**src/sv/tridiagonal_system_solver_core_macros.svh**
```systemverilog
// ----------------------------------------------------------------------------
// tridiagonal solver assertion macros
// clocked, reset-qualified implication checks shared by the rtl
// ----------------------------------------------------------------------------
`ifndef TRIDIAGONAL_SYSTEM_SOLVER_CORE_MACROS_SVH
`define TRIDIAGONAL_SYSTEM_SOLVER_CORE_MACROS_SVH

// same-cycle implication
`define TSS_ASSERT_NOW(label, ante, cons, msg) \
	label: assert property (@(posedge clk) disable iff (!arst_n) (ante) |-> (cons)) \
		else $error(msg);

// next-cycle implication
`define TSS_ASSERT_NEXT(label, ante, cons, msg) \
	label: assert property (@(posedge clk) disable iff (!arst_n) (ante) |=> (cons)) \
		else $error(msg);

`endif

```
**src/sv/tss_pkg.sv**
```systemverilog
// ----------------------------------------------------------------------------
// tridiagonal solver package
// word types, status codes, controller states and fixed-point helpers
// ----------------------------------------------------------------------------
package tss_pkg;

	localparam int MAX_ROWS  = 64;
	localparam int WORD_W    = 32;
	localparam int FRAC_W    = 16;
	localparam int ADDR_W    = $clog2(MAX_ROWS);
	localparam int CNT_W     = $clog2(MAX_ROWS + 1);
	localparam int IDX_W     = 6;
	localparam int PROD_W    = 2 * WORD_W;
	localparam int DIV_BITS  = WORD_W + FRAC_W;
	localparam int DIV_RADIX = 2;
	localparam int DIV_CYC   = DIV_BITS / DIV_RADIX;
	localparam int DIV_CNT_W = $clog2(DIV_CYC + 1);

	typedef logic signed [WORD_W-1:0] word_t;
	typedef logic signed [PROD_W-1:0] prod_t;

	typedef enum logic [1:0] {
		ST_OK    = 2'd0,
		ST_PIVOT = 2'd1,
		ST_SIZE  = 2'd2
	} status_t;

	typedef struct packed {
		word_t csup;
		word_t drhs;
	} entry_t;

	typedef enum logic [3:0] {
		S_IDLE, S_F_CHK, S_F_RD, S_F_M1, S_F_M2, S_F_PIV, S_F_DIV, S_F_END,
		S_B_INIT, S_B_LD, S_B_RD, S_B_MUL, S_B_WR, S_O_RD, S_O_LD, S_O_HOLD
	} state_t;

	localparam word_t WORD_MAX = {1'b0, {(WORD_W-1){1'b1}}};
	localparam word_t WORD_MIN = {1'b1, {(WORD_W-1){1'b0}}};

	// q16.16 product: round to nearest, ties away from zero, saturate
	function automatic word_t rnd_q(input prod_t p);
		logic             neg;
		logic [PROD_W-1:0] m;
		begin
			neg = p[PROD_W-1];
			m   = neg ? PROD_W'(-p) : PROD_W'(p);
			m   = (m + (PROD_W'(1) << (FRAC_W - 1))) >> FRAC_W;
			if (!neg)
				rnd_q = (m > PROD_W'(WORD_MAX)) ? WORD_MAX : word_t'(m[WORD_W-1:0]);
			else
				rnd_q = (m > PROD_W'({1'b1, {(WORD_W-1){1'b0}}})) ? WORD_MIN
					: word_t'(-m[WORD_W-1:0]);
		end
	endfunction

	// saturating difference
	function automatic word_t sub_sat(input word_t a, input word_t b);
		logic signed [WORD_W:0] s;
		begin
			s = {a[WORD_W-1], a} - {b[WORD_W-1], b};
			if (s[WORD_W] != s[WORD_W-1])
				sub_sat = s[WORD_W] ? WORD_MIN : WORD_MAX;
			else
				sub_sat = word_t'(s[WORD_W-1:0]);
		end
	endfunction

endpackage

```
**src/sv/tss_div.sv**
```systemverilog
// ----------------------------------------------------------------------------
// tss fixed-point divider
// (|n| << 16) / |d| rounded to nearest, then signed and saturated, two quotient bits per cycle
// ----------------------------------------------------------------------------
module tss_div import tss_pkg::*; (
	input  logic  clk,
	input  logic  arst_n,
	input  logic  start,
	input  word_t num,
	input  word_t den,
	output logic  done,
	output word_t quot
);

	logic                 busy_q;
	logic                 done_q;
	logic [DIV_CNT_W-1:0] cnt_q;
	logic                 neg_q;
	logic [WORD_W-1:0]    den_q;
	logic [DIV_BITS-1:0]  dvd_q;
	logic [WORD_W:0]      rem_q;
	logic [DIV_BITS-1:0]  quo_q;

	logic [WORD_W-1:0]    num_mag;
	logic [WORD_W-1:0]    den_mag;
	logic [WORD_W:0]      rem_n;
	logic [DIV_BITS-1:0]  dvd_n;
	logic [DIV_BITS-1:0]  quo_n;

	assign num_mag = num[WORD_W-1] ? WORD_W'(-num) : WORD_W'(num);
	assign den_mag = den[WORD_W-1] ? WORD_W'(-den) : WORD_W'(den);

	// restoring steps
	always_comb begin
		rem_n = rem_q;
		dvd_n = dvd_q;
		quo_n = quo_q;
		for (int k = 0; k < DIV_RADIX; k++) begin
			rem_n = {rem_n[WORD_W-1:0], dvd_n[DIV_BITS-1]};
			dvd_n = {dvd_n[DIV_BITS-2:0], 1'b0};
			if (rem_n >= {1'b0, den_q}) begin
				rem_n = rem_n - {1'b0, den_q};
				quo_n = {quo_n[DIV_BITS-2:0], 1'b1};
			end else begin
				quo_n = {quo_n[DIV_BITS-2:0], 1'b0};
			end
		end
	end

	always_ff @(posedge clk or negedge arst_n) begin
		if (!arst_n) begin
			busy_q <= 1'b0;
			done_q <= 1'b0;
			cnt_q  <= '0;
		end else begin
			done_q <= 1'b0;
			if (start) begin
				busy_q <= 1'b1;
				cnt_q  <= DIV_CNT_W'(DIV_CYC);
			end else if (busy_q) begin
				cnt_q <= cnt_q - 1'b1;
				if (cnt_q == DIV_CNT_W'(1)) begin
					busy_q <= 1'b0;
					done_q <= 1'b1;
				end
			end
		end
	end

	always_ff @(posedge clk) begin
		if (start) begin
			neg_q <= num[WORD_W-1] ^ den[WORD_W-1];
			den_q <= den_mag;
			dvd_q <= {num_mag, {FRAC_W{1'b0}}} + {{(DIV_BITS-WORD_W+1){1'b0}}, den_mag[WORD_W-1:1]};
			rem_q <= '0;
			quo_q <= '0;
		end else if (busy_q) begin
			dvd_q <= dvd_n;
			rem_q <= rem_n;
			quo_q <= quo_n;
		end
	end

	// sign and saturation
	always_comb begin
		if (!neg_q)
			quot = (quo_q > DIV_BITS'(WORD_MAX)) ? WORD_MAX : word_t'(quo_q[WORD_W-1:0]);
		else
			quot = (quo_q > DIV_BITS'({1'b1, {(WORD_W-1){1'b0}}})) ? WORD_MIN
				: word_t'(-quo_q[WORD_W-1:0]);
	end

	assign done = done_q;

endmodule

```
**config.mk**
```make
export PLATFORM = sky130hd
export DESIGN_NAME = tss_div
export DESIGN_NICKNAME = d
export VERILOG_FILES = /design/src/sv/tridiagonal_system_solver_core_macros.svh /design/src/sv/tss_pkg.sv /design/src/sv/tss_div.sv
export SDC_FILE = /design/constraint.sdc
export NUM_CORES = 1
export LEC_CHECK = 0
export ABC_AREA = 1
export BUFFER_PORTS_ARGS = -buffer_cell sky130_fd_sc_hd__buf_2
export CAP_MARGIN = 40
export CORE_ASPECT_RATIO = 1.1
export CORE_MARGIN = 2
export CORE_UTILIZATION = 40
export DETAILED_ROUTE_END_ITERATION = 10
export GPL_ROUTABILITY_DRIVEN = 0
export PLACE_DENSITY = 0.58
export SETUP_SLACK_MARGIN = 0.15
export SLEW_MARGIN = 20
export SYNTH_ARGS = -nofsm -noshare
export SYNTH_HDL_FRONTEND = slang
export SYNTH_SLANG_ARGS = --single-unit
```
**constraint.sdc**
```tcl
create_clock -name clk -period 10.3 [get_ports clk]
set_input_delay 1.545 -clock clk [delete_from_list [all_inputs] [get_ports clk]]
set_output_delay 1.545 -clock clk [all_outputs]
set_load 0.03 [all_outputs]
```
==> impl_metrics.json <==
{
  "status": "finished clean",
  "drive_above_1_share_pct": 10.1,
  "setup.worst_path.end_class": "flop",
  "worstSetupStartpointType": "input pin",
  "fin_total_pwr_uw": 4070,
  "worst_pin_slew_ps": 768,
  "critical_path_arrival_ps": 5700,
  "root_buffer": "clkbuf_16",
  "fmax_mhz": 181,
  "drt_iter0_markers": 956,
  "grt_overflow": 0,
  "grt_max_degree": 65,
  "detail-route-antenna-nets": 0,
  "cts_hold_buf": 0,
  "setup_viol": 0,
  "hold_class": "reg -> reg",
  "clk_latency_ps": 440,
  "cts_resized": 0,
  "wl_per_cell_um": 15.7,
  "worstSetupPathType": "in -> reg",
  "crit_slowest_cell": "ha_1",
  "drv_slew": 0,
  "combPwrFrac_pct": 62.3,
  "ys_seq_area_share_pct": 29.8,
  "avgViaCountPerCell": 5.26,
  "ys_ff_latch": 168,
  "rsz0062_at_grt": "no",
  "clk_path_buf_depth": 2,
  "critPathMaxFanout": 6,
  "coreArea_mm2": 0.0350,
  "syn_area_mm2": 0.0141,
  "grt_pass1_vias": 12857,
  "finalHoldViolCount": 0,
  "ys.flop_type": "edfxtp_1",
  "cts_tree": "yes",
  "dr_total_vias": 13497,
  "slowest_delay_ps": 390,
  "final.setup.tns_ps": 0,
  "cts_buffers": 17,
  "synth-edff-count": 81,
  "cts-htree-levels": 4,
  "p_leak_uw": 0.00728,
  "detail_route.first_pass.iterations": 5,
  "syn-num-nets": 2186,
  "power_density_mw_per_mm2": 261,
  "yosysUniqueCellTypes": 53,
  "maxCapViolCount": 0,
  "layout_min_cycle_time_ps": 5520,
  "drc": 0,
  "ir_drop_v": 0.000124,
  "avgSynthCellArea_um2": 6.95,
  "clock_power_share_pct": 16.0,
  "cts_sinks": 168,
  "layout.nets": 2259,
  "switching_share_pct": 49.9,
  "place.port_buffers": 99,
  "path_common_cell": "nand2_1",
  "clock-skew-final_ps": 11.4,
  "yosys_warnings": 0,
  "netlist_instances": 2032,
  "boundaryPins": 100,
  "area_growth_syn_to_layout_pct": 10.5,
  "antenna_found_initial": 6,
  "seqPwrFrac_pct": 21.8,
  "die-width_um": 183,
  "hold_ws_ps": 480,
  "die_h_um": 201,
  "die-area_mm2": 0.0368,
  "wirelength_um": 40300,
  "clk_pin_slew_worst_paths_ps": 70,
  "num_rows": 72,
  "post-route-period-util_pct": 53.6,
  "initial_core_util_pct": 40.4,
  "synthArstFlopShare_pct": 4.17,
  "grt_usage_pct": 22.1,
  "dp_hpwl_um": 32100,
  "switchingPower_uw": 2030,
  "relSlewSlack_pct": 48.8,
  "postCtsSetupRepairBufs": 0,
  "required_ps": 10480,
  "grt_pass1_wl_um": 65600,
  "power.internal_uw": 2040
}
-- placed cells by master (no fill, tap or decap), drive strengths merged, types with 3 or more instances in the layout --
cell      n
o31ai     7
inv     267
a21o     10
a21boi    7
o22ai    47
a31oi     8
nand3b    5
fa        3
nand2   534
nor4     12
dfrtp     7
nand4    37
buf     107
diode     4
o211ai   24
clkbuf   17
xnor2    56
o21bai   10
nor3     21
and2      4
xor2     90
a21oi    98
dfxtp    80
nand3   106
clkinv    4
and3      5
nor2    208
o21ai   165
ha       84
or2       8
edfxtp   81
-- power groups by stage --
stage / registers (uW) / logic (uW) / clock network [uW]
4_1_cts: 886 / 2520 / 665
5_1_grt: 898 / 2820 / 696
3_5_place_dp: 898 / 2500 / 0
3_3_place_gp: 897 / 2490 / 0
6_report: 887 / 2540 / 650
2_1_floorplan: 874 / 1940 / 0
-- registers in the layout, indices dropped and copies added, names as in the netlist --
register  flops
busy_q        1
cnt_q         5
den_q        32
done          1
dvd_q        48
neg_q         1
quo_q        48
rem_q        32
-- cell usage after synthesis, types with 5 or more instances --
cell,n,share of area [%]
o211ai_2,19,1.7
o21ai_2,9,0.56
o21ai_0,151,5.3
nor4_1,12,0.53
xnor2_1,56,3.5
a21o_1,10,0.53
or2_2,8,0.35
nand4_1,36,1.6
nand2_2,7,0.31
clkbuf_1,35,0.93
dfrtp_1,7,1.2
nor3_1,20,0.71
a21boi_0,6,0.32
and3_1,5,0.22
o22ai_1,47,2.1
nor2_1,197,5.2
nand3_1,101,3.6
buf_6,6,0.48
xor2_1,89,5.5
o21bai_1,10,0.53
buf_2,5,0.18
a31oi_1,8,0.35
a21oi_1,95,3.4
nand3b_1,5,0.27
dfxtp_1,80,11
o31ai_1,6,0.32
edfxtp_1,81,17
buf_1,5,0.13
inv_1,254,6.7
nor2_4,7,0.56
o211ai_1,5,0.27
ha_1,84,7.4
o21ai_1,5,0.18
nand2_1,526,14
-- cells by family (layout without fill, tap and decap cells) --
| group | Yosys count | in the layout | synth area share [%] |
|---|---|---|---|
| XOR/XNOR | 146 | 146 | 9.10 |
| flip-flops | 168 | 168 | 29.8 |
| buffers and inverters | 311 | 397 | 8.68 |
| other | 0 | 4 | 0 |
| AO/OA/AOI/OAI | 380 | 380 | 16.2 |
| AND/OR/NAND/NOR | 940 | 940 | 28.4 |
| adder cells (fa/ha/maj) | 87 | 87 | 7.86 |
-- critical path: cells and delay by family --
family | cells | cell delay, ps
AND/OR/NAND/NOR | 19 | 2960
AO/OA/AOI/OAI | 1 | 280
buffers and inverters | 2 | 180
XOR/XNOR | 1 | 170
adder cells (fa/ha/maj) | 2 | 570
-- final timing paths --
kind | start | to | slack, ps | depth (start not counted)
hold / removal | quo_q[46]$_SDFFE_PP0P_ | quo_q[46]$_SDFFE_PP0P_ | 480 | 2
min in group asynchronous | arst_n | done$_DFF_PN0_ | 940 | 1
setup reg to reg | den_q[14]$_DFFE_PP_ | rem_q[30]$_SDFFE_PP0P_ | 4780 | 25
hold reg to reg | quo_q[46]$_SDFFE_PP0P_ | quo_q[46]$_SDFFE_PP0P_ | 480 | 2
max in group asynchronous | arst_n | cnt_q[2]$_DFFE_PN0P_ | 9200 | 1
setup / recovery | den[0] | dvd_q[46]$_DFFE_PP_ | 4780 | 25
-- area by class of cell --
| cell class | count | area [um2] |
|---|---|---|
| clock buffers | 17 | 425 |
| repair buffers | 107 | 579 |
| flip-flops and latches | 168 | 4210 |
| diodes | 4 | 10.0 |
| multi-input cells | 1553 | 8710 |
| well taps | 444 | 556 |
| fillers | 3602 | 19300 |
| clock inverters | 15 | 158 |
| inverters | 258 | 970 |
-- metrics by stage --
stage,setup slack (ps),utilization [%],std cells,instance area [um2]
6_report,4780,44.7,2566,15600
2_1_floorplan,5400,-,2032,14100
4_1_cts,4800,44.6,2561,15600
3_5_place_dp,4360,42.9,2529,15000
3_3_place_gp,4450,42.9,2528,15000
5_1_grt,4250,44.7,2565,15600
-- routing by layer --
layer	vias up	wire length, um	part of all wire, %	track usage, %
met5	-	29	0.072	0
met4	4	1130	2.8	7.57
met3	68	1710	4.2	2.95
met2	316	18700	46	35.8
met1	6230	18800	47	30.2
li1	6879	-	-	-
(Power assumes the default switching activity.)
